### src/hw/rtl/mm4_pkg.sv
`default_nettype none
// ---------------------------------------------------------------------------
// mm4_pkg
// Shared widths, opcodes and controller/datapath types for the 4x4 matrix
// multiplier.
// ---------------------------------------------------------------------------
package mm4_pkg;

  localparam int ELEM_W            = 32;
  localparam int ROW_W             = 2;
  localparam int OPCODE_W          = 2;
  localparam int IO_COLS           = 4;
  localparam int DIM_DEFAULT       = 4;
  localparam int FRAC_BITS_DEFAULT = 16;

  typedef logic signed [ELEM_W-1:0] elem_t;

  typedef enum logic [OPCODE_W-1:0] {
    OP_LOAD_LEFT  = 0,
    OP_LOAD_RIGHT = 1,
    OP_MULTIPLY   = 2
  } opcode_t;

  typedef struct packed {
    logic load_left;
    logic load_right;
    logic issue;
    logic first;
    logic last;
    logic emit;
    logic emit_last;
  } dp_cmd_t;

  typedef struct packed {
    logic row_done;
    logic out_free;
  } dp_stat_t;

endpackage
`default_nettype wire

### src/hw/rtl/mm4_ctrl.sv
`default_nettype none
// ---------------------------------------------------------------------------
// mm4_ctrl
// Controller: decodes request transactions, steps the inner-sum index for
// each product row, waits for the lanes and hands rows to the output.
// ---------------------------------------------------------------------------
module mm4_ctrl #(
  parameter  int DIM   = mm4_pkg::DIM_DEFAULT,
  localparam int IDX_W = $clog2(DIM)
) (
  input  wire logic                         clk,
  input  wire logic                         rst,
  input  wire logic                         valid,
  input  wire logic [mm4_pkg::OPCODE_W-1:0] opcode,
  output logic                              ready,
  input  wire mm4_pkg::dp_stat_t            stat,
  output mm4_pkg::dp_cmd_t                  cmd,
  output logic [IDX_W-1:0]                  issue_row,
  output logic [IDX_W-1:0]                  issue_k,
  output logic [mm4_pkg::ROW_W-1:0]         emit_row
);
  import mm4_pkg::*;

  localparam int EMIT_ROWS = (DIM < IO_COLS) ? DIM : IO_COLS;

  typedef enum logic [1:0] {
    S_IDLE,
    S_ISSUE,
    S_DRAIN,
    S_EMIT
  } state_t;

  state_t           state;
  logic [IDX_W-1:0] row;
  logic [IDX_W-1:0] k;
  logic             issue;
  logic             first;
  logic             last;
  logic             emit;
  logic             emit_last;
  logic             accept;

  assign accept = valid && ready;

  assign cmd.load_left  = accept && (opcode == OP_LOAD_LEFT);
  assign cmd.load_right = accept && (opcode == OP_LOAD_RIGHT);
  assign cmd.issue      = issue;
  assign cmd.first      = first;
  assign cmd.last       = last;
  assign cmd.emit       = emit;
  assign cmd.emit_last  = emit_last;
  assign issue_row      = row;

  always_ff @(posedge clk) begin
    if (rst) begin
      state     <= S_IDLE;
      ready     <= 1'b1;
      row       <= '0;
      k         <= '0;
      issue_k   <= '0;
      issue     <= 1'b0;
      first     <= 1'b0;
      last      <= 1'b0;
      emit      <= 1'b0;
      emit_last <= 1'b0;
      emit_row  <= '0;
    end else begin
      issue <= 1'b0;
      first <= 1'b0;
      last  <= 1'b0;
      emit  <= 1'b0;
      unique case (state)
        S_IDLE: begin
          if (accept && (opcode == OP_MULTIPLY)) begin
            ready <= 1'b0;
            row   <= '0;
            k     <= '0;
            state <= S_ISSUE;
          end
        end
        S_ISSUE: begin
          issue   <= 1'b1;
          issue_k <= k;
          first   <= (k == '0);
          last    <= (k == IDX_W'(DIM - 1));
          if (k == IDX_W'(DIM - 1)) begin
            k     <= '0;
            state <= S_DRAIN;
          end else begin
            k <= k + 1'b1;
          end
        end
        S_DRAIN: begin
          if (stat.row_done) begin
            state <= S_EMIT;
          end
        end
        S_EMIT: begin
          if (stat.out_free) begin
            emit      <= 1'b1;
            emit_row  <= ROW_W'(row);
            emit_last <= (row == IDX_W'(EMIT_ROWS - 1));
            if (row == IDX_W'(EMIT_ROWS - 1)) begin
              ready <= 1'b1;
              state <= S_IDLE;
            end else begin
              row   <= row + 1'b1;
              state <= S_ISSUE;
            end
          end
        end
        default: begin
          state <= S_IDLE;
        end
      endcase
    end
  end

endmodule
`default_nettype wire
### config.mk
export PLATFORM = sky130hd
export DESIGN_NAME = mm4_ctrl
export DESIGN_NICKNAME = d
export VERILOG_FILES = /design/src/hw/rtl/mm4_pkg.sv /design/src/hw/rtl/mm4_ctrl.sv
export SDC_FILE = /design/constraint.sdc
export NUM_CORES = 1
export LEC_CHECK = 0
export BUFFER_PORTS_ARGS = -buffer_cell sky130_fd_sc_hd__buf_2
export CAP_MARGIN = 30
export CELL_PAD_IN_SITES_DETAIL_PLACEMENT = 0
export CELL_PAD_IN_SITES_GLOBAL_PLACEMENT = 2
export CORE_MARGIN = 8
export CORE_UTILIZATION = 26
export CTS_CLUSTER_DIAMETER = 150
export DETAILED_ROUTE_END_ITERATION = 7
export GPL_TIMING_DRIVEN = 0
export PLACE_DENSITY_LB_ADDON = 0.08
export SYNTH_ARGS = -nofsm -noshare
export SYNTH_HDL_FRONTEND = slang
export SYNTH_SLANG_ARGS = --single-unit
### constraint.sdc
create_clock -name clk -period 1.6 [get_ports clk]
set_input_delay 0.4 -clock clk [delete_from_list [all_inputs] [get_ports clk]]
set_output_delay 0.4 -clock clk [all_outputs]
set_load 0.03 [all_outputs]
* Yosys cells after proc, flatten, opt, wreduce, memory -nomap -nowiden
Index checks and enable logic that the tools add are counted.
** Operators by class
- Reductions and logical operators :: 16
- Equality and inequality tests :: 13
- Muxes and demuxes :: 18
- Bitwise gates (word level) :: 2
- $add $sub $neg :: 2
** Operators by type and width (count)
- two-way mux 2 bit :: 8
- inequality test 2 bit, second input constant :: 6
- AND reduction 4 bit :: 3
- == test 2 bit, second input constant :: 5
- case mux 2 bit (2 select lines) :: 2
- case mux 2 bit (4 select lines) :: 1
- zero test 2 bit :: 3
- two-way mux 1 bit :: 6
- adder 2 x 1 -> 2 bit, second input constant :: 2
- == test 2 x 1 -> 1 bit, second input constant :: 2
- logical AND 1 bit :: 4
- AND reduction 2 bit :: 2
- nonzero test 2 bit :: 2
- OR reduction 2 bit :: 2
- inverter 1 bit :: 2
- case mux 1 bit (2 select lines) :: 1
** Word-level totals
- Register bits :: 16
- Input port bits :: 7

* Logic depth before layout (Yosys ltp)
Gate-level depths: netlist of run 1.
- Word-level depth :: 4
- Depth in mapped cells :: 7
- Gate-level depth less buffers :: 6

* Worst setup path after synthesis of run 1
No wires, ideal clock.
- Kind :: reg-to-output
- From :: register ready
- To :: output cmd[5] (netlist bit)
- Cell stages (with the launch flop) :: 3
- Data required time :: 1200 ps
- Arrival :: 1371 ps
- Path slack :: -171 ps
- Path through :: dfxtp_1 > nand2_1 > nor3b_1
** RTL lines
- start: declaration :: RTL line mm4_ctrl.sv:15 : output logic ready,
- start signal: assignment :: RTL line mm4_ctrl.sv:57 : ready <= 1'b1;
- start signal: assignment :: RTL line mm4_ctrl.sv:75 : ready <= 1'b0;
- start signal: assignment :: RTL line mm4_ctrl.sv:104 : ready <= 1'b1;
- end: declaration :: RTL line mm4_ctrl.sv:17 : output mm4_pkg::dp_cmd_t cmd,

* Worst setup path after layout of run 1
- From :: register state[0]
- To :: register row[0] (netlist: issue_row[0])
** Between the ends
- Word-level cells in the longest chain between the ends :: 3
- Elaborated cells on any way between the ends :: 8
- Those cells by class :: eq/ne: 4; mux: 1; reduce/logical: 3
** Ends and longest elaborated chain
- start: declaration :: RTL line mm4_ctrl.sv:33 : state_t state;
- start signal: assignment :: RTL line mm4_ctrl.sv:56 : state <= S_IDLE;
- start signal: assignment :: RTL line mm4_ctrl.sv:78 : state <= S_ISSUE;
- start signal: assignment :: RTL line mm4_ctrl.sv:88 : state <= S_DRAIN;
- == test 2 bit or zero test 2 bit (tied branches) :: RTL line mm4_ctrl.sv:72 : unique case (state)
- inequality test 2 bit (no source line) or nonzero test 2 bit (tied branches)
- AND reduction 4 bit (no source line)
- end signal: assignment :: RTL line mm4_ctrl.sv:107 : row <= row + 1'b1;
- end: declaration :: RTL line mm4_ctrl.sv:34 : logic [IDX_W-1:0] row;
Several ways; a longest one is shown, not always the timed one.
A chain may end at the register's enable or synchronous reset.

==> results.md, run 1 <==
- Antenna-violating nets left: 0
- Fill cells: 330
- Ys Warns: 0
- Mux cell area share after synthesis: under 10%
- Synth Area in XOR/XNOR: 0%
- Largest net degree at the start of global routing: 11
- Final WL: 1809 µm
- Max-cap violations: 0
- Syn Area/Cell: 8.981 µm²
- Synthesized instance count: 90
- Post-layout util: about a third
- Setup Crit Path Kind: flop to flop
- CP max stage cell: or4_4
- Area fraction in compound gates after synthesis: 10.53%
- Max FO, Critical Path: 5
- Initial antenna violation count: 0
- Fmax: approximately 660 MHz
- Clk_lat worst skew: between 0.2 and 0.3 ns
- Adder-cell share of the synthesized area: about an eighth
- Synthesis-stage register bit count: 16
- Max VDD drop: 0.0003732 V
- Slew at the pin closest to its max-slew limit: 0.5414 ns
- Multi-input logic area: 445.4 µm²
- Ports: 21
- Mapped Area: ~810 µm²
- Final Hold Fails: 0
- Hold Crit Class: input pin to flop
- Via count: 662
- Iter 0 DRT Violations: 13
- Cell variety after synth: 27
- Design Area, Final: 1006 µm²
- Number of global-route vias before repair: 678
- Pwr Total: 1.145 mW
- PD cells: 1138 nW/µm²
- Post-Synth Simple-Gate Area: 22.45%
- RSZ-0062 raised after global routing: false
- Clk root buf: clkbuf_4
- Post-placement cell area: 959.7 µm²
- Final period util: between 90% and 100%
- Setup crit end kind: flop
- Clock buffer depth: 2
- First-pass GRT wire length: 3229 µm
- Synthesized Nets: approximately 110
- Share of cells above drive strength 1: between 30% and 40%
- CP startpoint kind: flop
- Die area: 5149 µm²
- Hold slack final: around 0.42 ns
- Largest family of logic cells by synthesized area: simple AND/OR/NAND/NOR gates
- Commonest non-fill, non-tap cell in the layout: buf_2
- Clock skew: between 0.003 and 0.004 ns
- Seq/Total Area, Yosys: 39.63%
- Register area: 326.6 µm²
- Nets@finish: 129
- Worst R2R Setup Slack: 0.08 ns
- CTS tree: built
- Final setup violation count: 0
- Lkg Pwr: 0.4445 nW
- Initial Util: 26.92%
- # DRC: 0
- # diodes: 0
- Drt pass-1 iters: 4
- Die Ht: 71.76 µm
- Critical path arrival: 1.74 ns
- Die Wd: between 70 and 80 µm
- Critical Path RT: 1.82 ns
- Reg clk slew, reported paths: 0.09 ns
- Gpl congestion: 0.7108
- Routed wire per std cell: 12.48 µm
- Synth-to-Final Area Change: 24.46%
- Vias per cell: approximately 4.6
- Final TNS setup: 0 ns
- Worst-path cell chain: inv_1, ha_2, and2_4, or4_4, a21oi_2
- Slew margin rel.: approximately 64%
- Status: completed
- PortBufs: 20
- Max-slew violation count: 0
- Core area: about 3000 µm²
- Detail Placement HPWL: 1423 µm
- Post-layout min period: approximately 1.5 ns
- Site row count: 20
- CTS buffer count: 3
- Total Routing Usage GR: 7.900%
- GRT Residual Overflow: 0
- Clk sink count: 16
- Largest stage delay on the critical path: around 0.48 ns
- Commonest non-fill, non-tap cells in the layout: 19 x buf_2, 13 x dfxtp_1, 10 x nand2_1, 7 x inv_1
- Htree depth: 1
==> worst max-delay path, delay by kind of cell (launching register included) <==
| kind | cells | cell delay [ns] |
|---|---|---|
| flops | 1 | 0.39 |
| buf+inv | 1 | 0.08 |
| fa+ha+maj | 1 | 0.22 |
| simple gates | 2 | 0.64 |
| compound gates | 1 | 0.13 |
==> synth_stat cells <==
master    count  area, µm²
a21oi_1       4      20.02
a21oi_2       1      8.760
a221oi_1      1      8.760
a31o_2        1      8.760
a32o_1        1      10.01
and2_4        1      8.760
and3_1        2      12.51
buf_4         5      37.54
clkbuf_1      2      7.510
dfxtp_1      16      320.3
ha_1          8      100.1
inv_1         7      26.28
mux2i_1       5      50.05
nand2_1      10      37.54
nand2b_1      4      25.02
nand3_1       4      20.02
nand3b_1      1      7.510
nand4b_1      1      8.760
nor2_1        4      15.01
nor2b_1       1      6.260
nor3_1        3      15.01
nor3b_1       1      7.510
nor4_1        1      6.260
o211ai_1      1      7.510
o21ai_0       3      15.01
o22ai_1       1      6.260
or4_4         1      11.26
==> where the power goes <==
group | internal, mW | leakage, nW | switching (mW) | total [mW]
sequential | 0.445 | 0.130 | 0.0374 | 0.482
clock | 0.0874 | 0.0138 | 0.125 | 0.213
combinational | 0.200 | 0.301 | 0.251 | 0.450
==> through the flow <==
step | cells | setup WS (ns)
detailed placement | 143 | -0.1542
finish | 145 | 0.08346
floorplan | 90 | 0.04926
global placement | 143 | -0.1599
global route | 145 | 0.005190
CTS | 145 | 0.002389
==> what timing repair did <==
action,4_1_cts,5_1_grt
resized for setup,5,5
hold buffers,0,0
pin swaps,1,0
endpoints found under the hold margin,0,0
buffers inserted,0,0
setup endpoints to repair,4,5
==> cell type report <==
type                       count  area share, %
multi-input combinational     60          44.28
sequential                    16          32.46
timing repair buffer          20          10.20
buffer                         6          4.104
tap                           33          4.104
inverter                       7          2.612
clock buffer                   3          2.239
==> final timing paths <==
path,end,cells after the start,startpoint
max reg2reg,issue_row[0],5,state[0]
min,emit_row[1],3,stat[0]
max,issue_row[0],5,state[0]
min reg2reg,emit_row[1],2,emit_row[1]
==> flip-flops by register name, indices dropped and copies added, names as in the netlist <==
register	count
emit_row	2
issue_k	2
issue_row	2
k	2
state	2
emit	1
emit_last	1
first	1
issue	1
last	1
ready	1
==> layer usage <==
layer  vias to the layer above  GRT usage [%]  wire [µm]
met4                         0          4.762         19
met3                         2          2.650        117
met2                        12          12.65        777
met5                         -              0          0
met1                       297          8.842        895
li1                        351              -          -
==> logic make-up (layout without fill, tap and decap cells) <==
kind of cell,count (synthesis),count (layout)
buffers and inverters,14,36
adder cells (fa/ha/maj),8,8
flip-flops,16,16
multiplexers,5,5
AND/OR/NAND/NOR,34,34
AO/OA/AOI/OAI,13,13
Note: power is estimated with default switching activity, not from simulation.
==> run 2: changes to the inputs <==
Settings changed: CELL_PAD_IN_SITES_DETAIL_PLACEMENT 0 to 1, CELL_PAD_IN_SITES_GLOBAL_PLACEMENT 2 to 1, CORE_UTILIZATION 26 to 33.
==> results.md, run 2 (synthesized netlist as in run 1, its figures left out) <==
- Ports: 21
- Antenna-violating nets left: 0
- Commonest non-fill, non-tap cells in the layout: 19 x buf_2, 13 x dfxtp_1, 10 x nand2_1, 7 x inv_1, 6 x ha_1
- Final Hold Fails: 0
- # diodes: 0
- Routed wire per std cell: ~12 µm
- Setup Crit Path Kind: flop to flop
- First-pass GRT wire length: 3174 µm
- GRT Residual Overflow: 0
- Final WL: roughly 1800 µm
- Clk sink count: 16
- Critical Path RT: 1.81 ns
- Via count: 691
- Final WS setup: 0.07930 ns
- Gpl congestion: 0.6930
- Die area: 4289 µm²
- Vias per cell: ~5
- Slew at the pin closest to its max-slew limit: 0.5112 ns
- Largest net degree at the start of global routing: 11
- CP startpoint kind: flop
- Hold Crit Class: input pin to flop
- Clk_lat worst skew: between 0.2 and 0.3 ns
- Max-cap violations: 0
- Core area: 2387 µm²
- Nets@finish: ~130
- RSZ-0062 raised after global routing: false
- Site row count: 18
- Max-slew violation count: 0
- Max FO, Critical Path: 5
- Htree depth: 1
- # DRC: 0
- Commonest non-fill, non-tap cell in the layout: buf_2
- Initial antenna violation count: 0
- Fmax: around 660 MHz
- Final period util: 95.04%
- # hold bufs at CTS: 0
- Pwr Total: between 1 and 1.5 mW
- Post-layout min period: ~1.5 ns
- Lkg Pwr: 0.4421 nW
- Reg clk slew, reported paths: roughly 0.080 ns
- Iter 0 DRT Violations: 17
- Final setup violation count: 0
- Die Ht: 65.49 µm
- Share of cells above drive strength 1: 36.61%
- Post-CTS setup buffers: 0
- Number of global-route vias before repair: 688
- Drt pass-1 iters: 4
- Clk root buf: clkbuf_4
- PD cells: 1130 nW/µm²
- Die Wd: 65.49 µm
- Total Routing Usage GR: about a tenth
- Critical path arrival: ~1.7 ns
- CTS tree: built
- Post-placement cell area: about 960 µm²
- Design Area, Final: 997.2 µm²
- Synth-to-Final Area Change: 23.37%
- Initial Util: 33.86%
- PortBufs: 20
- Slew margin rel.: between 60% and 70%
- Clock skew: 0.004547 ns
- Pre-CTS WS: -0.1077 ns
- CTS buffer count: 3
- Status: completed
- Detail Placement HPWL: 1412 µm
- Setup crit end kind: flop
- Clock buffer depth: 2
- Max VDD drop: 0.0006730 V
[run 2: path summary, 6_finish.rpt]
check,from,slack (ns),to,cells past startpoint
worst max-delay path,state[0],0.08,issue_row[0],5
worst max register to register,state[0],0.08,issue_row[0],5
worst min-delay path,stat[0],0.44,emit_row[0],3
worst min register to register,emit_last,0.46,emit_last,2
[run 2: layout make-up]
cell class | instances | area, µm²
buffer | 6 | 41.29
tap | 30 | 37.54
fill | 299 | 1390
multi-input combinational | 60 | 442.9
clock buffer | 3 | 22.52
timing repair buffer | 20 | 102.6
inverter | 7 | 26.28
sequential | 16 | 324.1
[run 2: stage by stage]
step	hold WS, ns	cells	setup TNS (ns)	util (%)
6_report	0.4444	142	0	41.77
5_1_grt	0.4434	142	0	41.77
4_1_cts	0.4404	142	0	41.40
3_5_place_dp	0.4523	140	-0.3301	40.04
3_3_place_gp	0.4410	140	-0.2589	40.04
2_1_floorplan	0.4367	90	0	-
[run 2: metal layers]
| metal | part of all wire [%] | global-route usage (%) |
|---|---|---|
| met5 | 0 | 0 |
| met4 | 0.85 | 4.087 |
| met3 | 7.9 | 3.741 |
| met2 | 46 | 14.39 |
| met1 | 45 | 11.26 |
[run 2: where the power goes]
part | switching, mW | internal [mW]
registers | 0.0345 | 0.440
logic | 0.254 | 0.200
clock network | 0.112 | 0.0870
total | 0.400 | 0.726
[run 2: what timing repair did]
item,4_1_cts,5_1_grt
resized for setup,4,4
setup endpoints to repair,4,5
pin swaps,1,2
[run 2: worst max-delay path, stage by stage, from the launching register on]
cell,delay [ns]
dfxtp_2,0.38
inv_1,0.09
ha_2,0.22
and2_4,0.16
or4_4,0.48
a21oi_2,0.13
